**config.mk**
```make
export PLATFORM = sky130hd
export DESIGN_NAME = trapezoid_envelope
export DESIGN_NICKNAME = d
export VERILOG_FILES = /design/src/rtl/tre_pkg.sv /design/src/rtl/tre_mod.sv /design/src/rtl/tre_div.sv /design/src/rtl/trapezoid_envelope.sv
export SDC_FILE = /design/constraint.sdc
export NUM_CORES = 2
export LEC_CHECK = 0
export ABC_AREA = 1
export BUFFER_PORTS_ARGS = -buffer_cell sky130_fd_sc_hd__buf_2
export CAP_MARGIN = 20
export CORE_ASPECT_RATIO = 1.25
export CORE_MARGIN = 2
export CORE_UTILIZATION = 40
export CTS_BUF_LIST = sky130_fd_sc_hd__clkbuf_4 sky130_fd_sc_hd__clkbuf_8 sky130_fd_sc_hd__clkbuf_16
export DETAILED_ROUTE_END_ITERATION = 10
export RECOVER_POWER = 25
export SYNTH_ARGS = -nofsm -noshare
export SYNTH_HDL_FRONTEND = slang
export SYNTH_SLANG_ARGS = --single-unit
```
**constraint.sdc**
```tcl
create_clock -name aclk -period 134.3 [get_ports aclk]
set_input_delay 6.715 -clock aclk [delete_from_list [all_inputs] [get_ports aclk]]
set_output_delay 6.715 -clock aclk [all_outputs]
set_load 0.05 [all_outputs]
```
**src/rtl/tre_pkg.sv**
```systemverilog
// Shared types and constants for the trapezoid envelope generator.
package tre_pkg;

    // Width of the running time word
    localparam int TIME_BITS = 32;

    // Register indexes on the configuration port
    localparam logic [1:0] REG_RISE = 2'd0;
    localparam logic [1:0] REG_HOLD = 2'd1;
    localparam logic [1:0] REG_FALL = 2'd2;
    localparam logic [1:0] REG_OFF  = 2'd3;

    // Per-word flags that ride along with the fraction divider
    typedef struct packed {
        logic is_full;
        logic is_zero;
        logic hold_start;
        logic period_zero;
    } tre_meta_t;

endpackage

```
**src/rtl/tre_mod.sv**
```systemverilog
// Pipelined restoring modulo: time word reduced by the period, one bit per stage.
module tre_mod #(
    parameter int LEN_BITS = 16
) (
    input  logic                          aclk,
    input  logic                          aresetn,
    input  logic                          adv,
    input  logic                          in_valid,
    input  logic [tre_pkg::TIME_BITS-1:0] in_time,
    input  logic [LEN_BITS+1:0]           period,
    output logic                          out_valid,
    output logic [LEN_BITS+1:0]           out_phase
);
    localparam int PW = LEN_BITS + 2;
    localparam int N  = tre_pkg::TIME_BITS;

    logic [PW-1:0] rem_reg [N];
    logic [N-1:0]  tim_reg [N];
    logic [N-1:0]  vld_reg;

    genvar i;
    generate
        for (i = 0; i < N; i++) begin : g_stage
            logic [PW-1:0] prev_rem;
            logic [N-1:0]  prev_tim;
            logic          prev_vld;
            logic [PW:0]   trial;
            logic [PW:0]   diff;
            logic          ge;
            logic [PW-1:0] rem_next;

            if (i == 0) begin : g_first
                assign prev_rem = '0;
                assign prev_tim = in_time;
                assign prev_vld = in_valid;
            end else begin : g_rest
                assign prev_rem = rem_reg[i-1];
                assign prev_tim = tim_reg[i-1];
                assign prev_vld = vld_reg[i-1];
            end

            // shift in the next time bit, subtract when it fits
            assign trial    = {prev_rem, prev_tim[N-1]};
            assign ge       = trial >= {1'b0, period};
            assign diff     = trial - {1'b0, period};
            assign rem_next = ge ? diff[PW-1:0] : trial[PW-1:0];

            always_ff @(posedge aclk) begin
                if (!aresetn) begin
                    vld_reg[i] <= 1'b0;
                end else if (adv) begin
                    vld_reg[i] <= prev_vld;
                end
            end

            always_ff @(posedge aclk) begin
                if (adv) begin
                    rem_reg[i] <= rem_next;
                    tim_reg[i] <= {prev_tim[N-2:0], 1'b0};
                end
            end
        end
    endgenerate

    assign out_valid = vld_reg[N-1];
    assign out_phase = rem_reg[N-1];

endmodule

```
**src/rtl/tre_div.sv**
```systemverilog
// Pipelined restoring fraction divider: (num << FRAC_BITS) / den with num < den.
module tre_div #(
    parameter int LEN_BITS  = 16,
    parameter int FRAC_BITS = 16
) (
    input  logic               aclk,
    input  logic               aresetn,
    input  logic               adv,
    input  logic               in_valid,
    input  tre_pkg::tre_meta_t in_meta,
    input  logic [LEN_BITS-1:0] in_num,
    input  logic [LEN_BITS-1:0] in_den,
    output logic               out_valid,
    output tre_pkg::tre_meta_t out_meta,
    output logic [FRAC_BITS-1:0] out_quo
);
    logic [LEN_BITS-1:0]  rem_reg  [FRAC_BITS];
    logic [LEN_BITS-1:0]  den_reg  [FRAC_BITS];
    logic [FRAC_BITS-1:0] quo_reg  [FRAC_BITS];
    tre_pkg::tre_meta_t   meta_reg [FRAC_BITS];
    logic [FRAC_BITS-1:0] vld_reg;

    genvar i;
    generate
        for (i = 0; i < FRAC_BITS; i++) begin : g_stage
            logic [LEN_BITS-1:0]  prev_rem;
            logic [LEN_BITS-1:0]  prev_den;
            logic [FRAC_BITS-1:0] prev_quo;
            tre_pkg::tre_meta_t   prev_meta;
            logic                 prev_vld;
            logic [LEN_BITS:0]    trial;
            logic [LEN_BITS:0]    diff;
            logic                 ge;

            if (i == 0) begin : g_first
                assign prev_rem  = in_num;
                assign prev_den  = in_den;
                assign prev_quo  = '0;
                assign prev_meta = in_meta;
                assign prev_vld  = in_valid;
            end else begin : g_rest
                assign prev_rem  = rem_reg[i-1];
                assign prev_den  = den_reg[i-1];
                assign prev_quo  = quo_reg[i-1];
                assign prev_meta = meta_reg[i-1];
                assign prev_vld  = vld_reg[i-1];
            end

            // one quotient bit per stage
            assign trial = {prev_rem, 1'b0};
            assign ge    = trial >= {1'b0, prev_den};
            assign diff  = trial - {1'b0, prev_den};

            always_ff @(posedge aclk) begin
                if (!aresetn) begin
                    vld_reg[i] <= 1'b0;
                end else if (adv) begin
                    vld_reg[i] <= prev_vld;
                end
            end

            always_ff @(posedge aclk) begin
                if (adv) begin
                    rem_reg[i]  <= ge ? diff[LEN_BITS-1:0] : trial[LEN_BITS-1:0];
                    den_reg[i]  <= prev_den;
                    quo_reg[i]  <= {prev_quo[FRAC_BITS-2:0], ge};
                    meta_reg[i] <= prev_meta;
                end
            end
        end
    endgenerate

    assign out_valid = vld_reg[FRAC_BITS-1];
    assign out_meta  = meta_reg[FRAC_BITS-1];
    assign out_quo   = quo_reg[FRAC_BITS-1];

endmodule

```
**src/rtl/trapezoid_envelope.sv**
```systemverilog
// Trapezoid envelope generator: top level with config port, segment decode and output.
// Pipeline: 32 modulo stages, decode, FRAC_BITS divider stages, output.
// Throughput: one word per cycle unless the output stalls; the modulo and divider pipelines take one bit per stage.
// The whole pipeline holds while a result waits at the output and m_ready is low.
// Reset (aresetn low, synchronous) clears all valid bits and the four length registers.
module trapezoid_envelope #(
    parameter int LEN_BITS  = 16,
    parameter int FRAC_BITS = 16
) (
    input  logic                          aclk,
    input  logic                          aresetn,
    input  logic                          psel,
    input  logic                          penable,
    input  logic                          pwrite,
    input  logic [3:0]                    paddr,
    input  logic [31:0]                   pwdata,
    output logic [31:0]                   prdata,
    output logic                          pready,
    input  logic                          s_valid,
    output logic                          s_ready,
    input  logic [tre_pkg::TIME_BITS-1:0] s_time_now,
    output logic                          m_valid,
    input  logic                          m_ready,
    output logic [FRAC_BITS:0]            m_level,
    output logic                          m_hold_start,
    output logic                          m_period_zero
);
    localparam int PW = LEN_BITS + 2;

    logic [LEN_BITS-1:0] rise_reg, hold_reg, fall_reg, off_reg;
    logic [PW-1:0]       period;
    logic                adv;

    // configuration registers
    always_ff @(posedge aclk) begin
        if (!aresetn) begin
            rise_reg <= '0;
            hold_reg <= '0;
            fall_reg <= '0;
            off_reg  <= '0;
        end else if (psel && penable && pwrite) begin
            unique case (paddr[3:2])
                tre_pkg::REG_RISE: rise_reg <= pwdata[LEN_BITS-1:0];
                tre_pkg::REG_HOLD: hold_reg <= pwdata[LEN_BITS-1:0];
                tre_pkg::REG_FALL: fall_reg <= pwdata[LEN_BITS-1:0];
                tre_pkg::REG_OFF:  off_reg  <= pwdata[LEN_BITS-1:0];
                default: ;
            endcase
        end
    end

    always_comb begin
        prdata = '0;
        unique case (paddr[3:2])
            tre_pkg::REG_RISE: prdata[LEN_BITS-1:0] = rise_reg;
            tre_pkg::REG_HOLD: prdata[LEN_BITS-1:0] = hold_reg;
            tre_pkg::REG_FALL: prdata[LEN_BITS-1:0] = fall_reg;
            tre_pkg::REG_OFF:  prdata[LEN_BITS-1:0] = off_reg;
            default: ;
        endcase
    end
    assign pready = 1'b1;

    // segment boundaries
    logic [PW-1:0] rise_x, hold_end, fall_end;
    assign rise_x   = PW'(rise_reg);
    assign hold_end = rise_x + PW'(hold_reg);
    assign fall_end = hold_end + PW'(fall_reg);
    assign period   = fall_end + PW'(off_reg);

    // global stall: advance when the output slot is free or being taken
    logic m_valid_reg;
    assign adv     = !m_valid_reg || m_ready;
    assign s_ready = adv;

    logic          mod_valid;
    logic [PW-1:0] phase;

    tre_mod #(.LEN_BITS(LEN_BITS)) u_mod (
        .aclk      (aclk),
        .aresetn   (aresetn),
        .adv       (adv),
        .in_valid  (s_valid),
        .in_time   (s_time_now),
        .period    (period),
        .out_valid (mod_valid),
        .out_phase (phase)
    );

    // decode stage: pick segment, numerator and divisor
    tre_pkg::tre_meta_t  dec_meta_next, dec_meta_reg;
    logic [LEN_BITS-1:0] num_next, num_reg, den_next, den_reg;
    logic [PW-1:0]       left_w;
    logic                dec_vld_reg;

    assign left_w = PW'(fall_reg) - (phase - hold_end);

    always_comb begin
        dec_meta_next = '0;
        num_next      = '0;
        den_next      = '0;
        if (period == '0) begin
            dec_meta_next.period_zero = 1'b1;
            dec_meta_next.is_zero     = 1'b1;
        end else if (phase < rise_x) begin
            num_next = phase[LEN_BITS-1:0];
            den_next = rise_reg;
        end else if (phase < hold_end) begin
            dec_meta_next.is_full    = 1'b1;
            dec_meta_next.hold_start = (phase == rise_x);
        end else if (phase < fall_end) begin
            // first fall tick is still full level
            if (phase == hold_end) begin
                dec_meta_next.is_full = 1'b1;
            end else begin
                num_next = left_w[LEN_BITS-1:0];
                den_next = fall_reg;
            end
        end else begin
            dec_meta_next.is_zero = 1'b1;
        end
    end

    always_ff @(posedge aclk) begin
        if (!aresetn) begin
            dec_vld_reg <= 1'b0;
        end else if (adv) begin
            dec_vld_reg <= mod_valid;
        end
    end

    always_ff @(posedge aclk) begin
        if (adv) begin
            dec_meta_reg <= dec_meta_next;
            num_reg      <= num_next;
            den_reg      <= den_next;
        end
    end

    logic                 div_valid;
    tre_pkg::tre_meta_t   div_meta;
    logic [FRAC_BITS-1:0] quo;

    tre_div #(.LEN_BITS(LEN_BITS), .FRAC_BITS(FRAC_BITS)) u_div (
        .aclk      (aclk),
        .aresetn   (aresetn),
        .adv       (adv),
        .in_valid  (dec_vld_reg),
        .in_meta   (dec_meta_reg),
        .in_num    (num_reg),
        .in_den    (den_reg),
        .out_valid (div_valid),
        .out_meta  (div_meta),
        .out_quo   (quo)
    );

    // output word register
    logic [FRAC_BITS:0] level_next, level_reg;
    logic               hs_reg, pz_reg;

    always_comb begin
        if (div_meta.is_full) begin
            level_next = (FRAC_BITS+1)'(1) << FRAC_BITS;
        end else if (div_meta.is_zero) begin
            level_next = '0;
        end else begin
            level_next = {1'b0, quo};
        end
    end

    always_ff @(posedge aclk) begin
        if (!aresetn) begin
            m_valid_reg <= 1'b0;
        end else if (adv) begin
            m_valid_reg <= div_valid;
        end
    end

    always_ff @(posedge aclk) begin
        if (adv) begin
            level_reg <= level_next;
            hs_reg    <= div_meta.hold_start;
            pz_reg    <= div_meta.period_zero;
        end
    end

    assign m_valid       = m_valid_reg;
    assign m_level       = level_reg;
    assign m_hold_start  = hs_reg;
    assign m_period_zero = pz_reg;

    // checks
    a_pz_level: assert property (@(posedge aclk) disable iff (!aresetn)
        m_valid && m_period_zero |-> m_level == '0 && !m_hold_start)
        else $error("period zero word with nonzero level");

    a_hs_full: assert property (@(posedge aclk) disable iff (!aresetn)
        m_valid && m_hold_start |-> m_level == ((FRAC_BITS+1)'(1) << FRAC_BITS))
        else $error("hold start word not at full level");

    a_stall: assert property (@(posedge aclk) disable iff (!aresetn)
        m_valid && !m_ready |-> !s_ready)
        else $error("input taken while output stalled");

endmodule
```
==> flow_metrics.env <==
export IMPL_synth_cell_types=59
export IMPL_synthToLayoutAreaGrowth_pct=9.974
export IMPL_clock_latency_ns=0.87
export IMPL_firstDrtPassIters=7
export IMPL_yosysSeqAreaShare_pct=50.30
export IMPL_finalPower_mw=3.186
export IMPL_clk_pin_slew_worst_paths_ns=0.06
export IMPL_startpoint_type="input pin"
export IMPL_worst_path_max_fanout=17
export IMPL_criticalPathCategory="input pin to output port"
export IMPL_finalSetupViolCount=0
export IMPL_ant_nets=0
export IMPL_ys_flop_type="edfxtp_1"
export IMPL_antenna_found_initial=5
export IMPL_route_met2_wl_um=121800
export IMPL_grt_pass1_wl_um=401400
export IMPL_routed_wl_um=250600
export IMPL_p_leak_nw=54.28
export IMPL_endpoint_kind="output port"
export IMPL_fin_crit_ns=14.96
export IMPL_io_pin_count=129
export IMPL_cts_tree="built"
export IMPL_drive_gt1_share_pct=6.744
export IMPL_fin_tns_setup_ns=0
export IMPL_worst_pin_slew_ns=1.163
export IMPL_hold_class="flip-flop to flip-flop"
export IMPL_numCtsBuffers=208
export IMPL_whs_ns=0.4020
export IMPL_floorplan_rows=217
export IMPL_rsz0062_at_grt="no"
export IMPL_fin_util_pct=44.20
export IMPL_gp_congestion=0.9111
export IMPL_fin_worst_skew_ns=0.05799
export IMPL_multi_input_area_um2=50370
export IMPL_ys_ff_latch=1921
export IMPL_crit_required_ns=127.58
export IMPL_grt_use_total_pct=17.29
export IMPL_grt_max_degree=192
export IMPL_grt_pass1_vias=77170
export IMPL_portBuffers=93
export IMPL_start_util_pct=40.19
export IMPL_post_cts_setup_buffers=0
export IMPL_final_hold_viol_count=0
export IMPL_slew_viol_final=0
export IMPL_grt_overflow=0
export IMPL_slew_headroom_pct=22.45
export IMPL_largest_register_ffs=576
export IMPL_chipWidth_um=478.1
export IMPL_ctsHoldBuffers=0
export IMPL_via_count=79110
export IMPL_wl_met1_um=108200
export IMPL_clock_path_buffers=4
export IMPL_yosysWarnings=0
export IMPL_wire_per_inst_um=15.90
export IMPL_cts_resized=0
export IMPL_core_um2=279700
export IMPL_finalNonFillerCells=15770
export IMPL_synth_area_um2=112400
export IMPL_regArea_um2=56540
export IMPL_drcViolationCount=0
export IMPL_async_flop_share_pct=0
export IMPL_crit_arrival_ns=8.25
export IMPL_viasPerCell=5.018
export IMPL_dp_hpwl_um=173500
export IMPL_fmax_mhz=66.83
export IMPL_synthCells=11740
export IMPL_die_area_um2=285300
export IMPL_fp_dieH_um=596.7
export IMPL_run_status="finished, final reports clean"
export IMPL_fillCellCount=26960
export IMPL_dp_cells=15390
export IMPL_vdd_drop_max_uv=11.99
export IMPL_clkSinkCount=1921
export IMPL_fin_crit_sh_pct=11.14
export IMPL_drtIter0Drc=4862
export IMPL_route_met3_wl_um=9563
export IMPL_cts_root_buf="clkbuf_16"
export IMPL_powerDensity_nw_per_um2=25.77
export IMPL_top_layer_used="met4"
export IMPL_fin_nets=12860
export IMPL_syn_avg_cell_area_um2=9.573
export IMPL_ctsHtreeMaxLevel=4
export IMPL_max_cap_violations=0
export IMPL_synth_edff_count=1807
-- final timing paths --
path                                                     start                              end  slack [ns]  depth (start not counted)
worst min-delay path            u_div.meta_reg[0][7]$_DFFE_PP_  u_div.meta_reg[0][11]$_DFFE_PP_        0.40                          0
worst max-delay path                                  paddr[3]                       prdata[14]      119.34                          8
worst min register to register  u_div.meta_reg[0][7]$_DFFE_PP_  u_div.meta_reg[0][11]$_DFFE_PP_        0.40                          0
worst max register to register        hold_reg[2]$_SDFFE_PN0P_  u_mod.rem_reg[1][238]$_DFFE_PP_      126.05                         39
-- layer usage --
| metal | vias up | track usage (%) |
|---|---|---|
| li1 | 40640 | - |
| met1 | 36600 | 21.40 |
| met2 | 1375 | 30.33 |
| met3 | 492 | 2.045 |
| met4 | 0 | 7.400 |
| met5 | - | 0 |
-- cell usage after synthesis (34+ instances only) --
cell,instances,area share (%)
fa_1,64,1.1
xnor2_1,198,1.5
a21oi_1,741,3.3
a21boi_0,35,0.23
nand3_2,40,0.36
buf_6,51,0.51
buf_2,48,0.21
nand4_1,95,0.53
nand3_4,47,0.73
nor2_2,45,0.25
buf_4,34,0.23
a21o_1,79,0.53
dfxtp_1,114,2.0
edfxtp_1,1807,48
nand2_1,3125,10
xor2_1,479,3.7
o21ai_0,654,2.9
ha_1,841,9.4
clkbuf_1,90,0.30
nor3_1,81,0.36
inv_1,1094,3.7
nand2_4,39,0.39
nand3_1,1027,4.6
nor2_1,561,1.9
nand2_2,60,0.33
-- layout by cell type (no fill, tap or decap), types with 17 or more instances in the layout --
cell and n:
a21oi_1 741, edfxtp_1 1807, fa_1 63, o21ai_1 24, bufinv_16 28, nor2_2 47, nand4_1 95, nand2_4 39
ha_1 840, dfxtp_1 114, clkinvlp_4 17, nor2_8 29, o21ai_0 654, nor2_4 20, nor4_1 27, nand3_2 40
nand3_1 1027, clkbuf_16 211, a31oi_1 27, nor2_1 559, xor2_1 473, a21o_1 79, inv_1 1088, clkinv_2 36
conb_1 17, buf_4 47, clkbuf_4 25, o2111ai_1 28, nand2_1 3125, clkinv_1 39, a21boi_0 35, xnor2_1 197
buf_2 93, nand3_4 47, a211oi_1 19, inv_2 31, nand2_2 60, nor3_1 80
-- layout make-up --
class,instances,area share [%]
timing repair buffer,144,0.7267
clock inverter,132,1.165
antenna,4,0.008097
tap,3723,3.768
multi-input combinational,8484,40.75
inverter,1123,3.416
sequential,1921,45.74
clock buffer,236,4.423
-- critical path: stages --
cell,delay [ns]
buf_2,0.11
clkinv_1,0.25
nor2_1,0.17
buf_4,0.26
a22o_1,0.16
a21oi_1,0.04
o21ai_0,0.19
buf_2,0.34
-- power breakdown --
part | switching (mW) | internal, mW | total (mW)
logic | 0.982 | 0.578 | 1.56
registers | 0.112 | 0.933 | 1.05
clock network | 0.235 | 0.345 | 0.580
total | 1.33 | 1.86 | 3.19
-- metrics by stage --
step | cell area (um^2) | setup WS (ns)
5_1_grt | 123600 | 119.25
3_3_place_gp | 116700 | 118.49
2_1_floorplan | 112500 | 71.42
3_5_place_dp | 116700 | 118.52
4_1_cts | 123600 | 118.50
6_report | 123600 | 119.34
-- kinds of logic (layout without fill, tap and decap cells) --
group	Yosys count	count (layout)	synth area share [%]
compound gates	1665	1665	8.001
xor+xnor	677	677	5.275
fa+ha+maj	905	905	10.50
buf+inv	1352	1635	5.056
flops	1921	1921	50.30
other cells	2	21	0.006681
simple gates	5220	5220	20.86
Power figures use the tool's default switching activity.
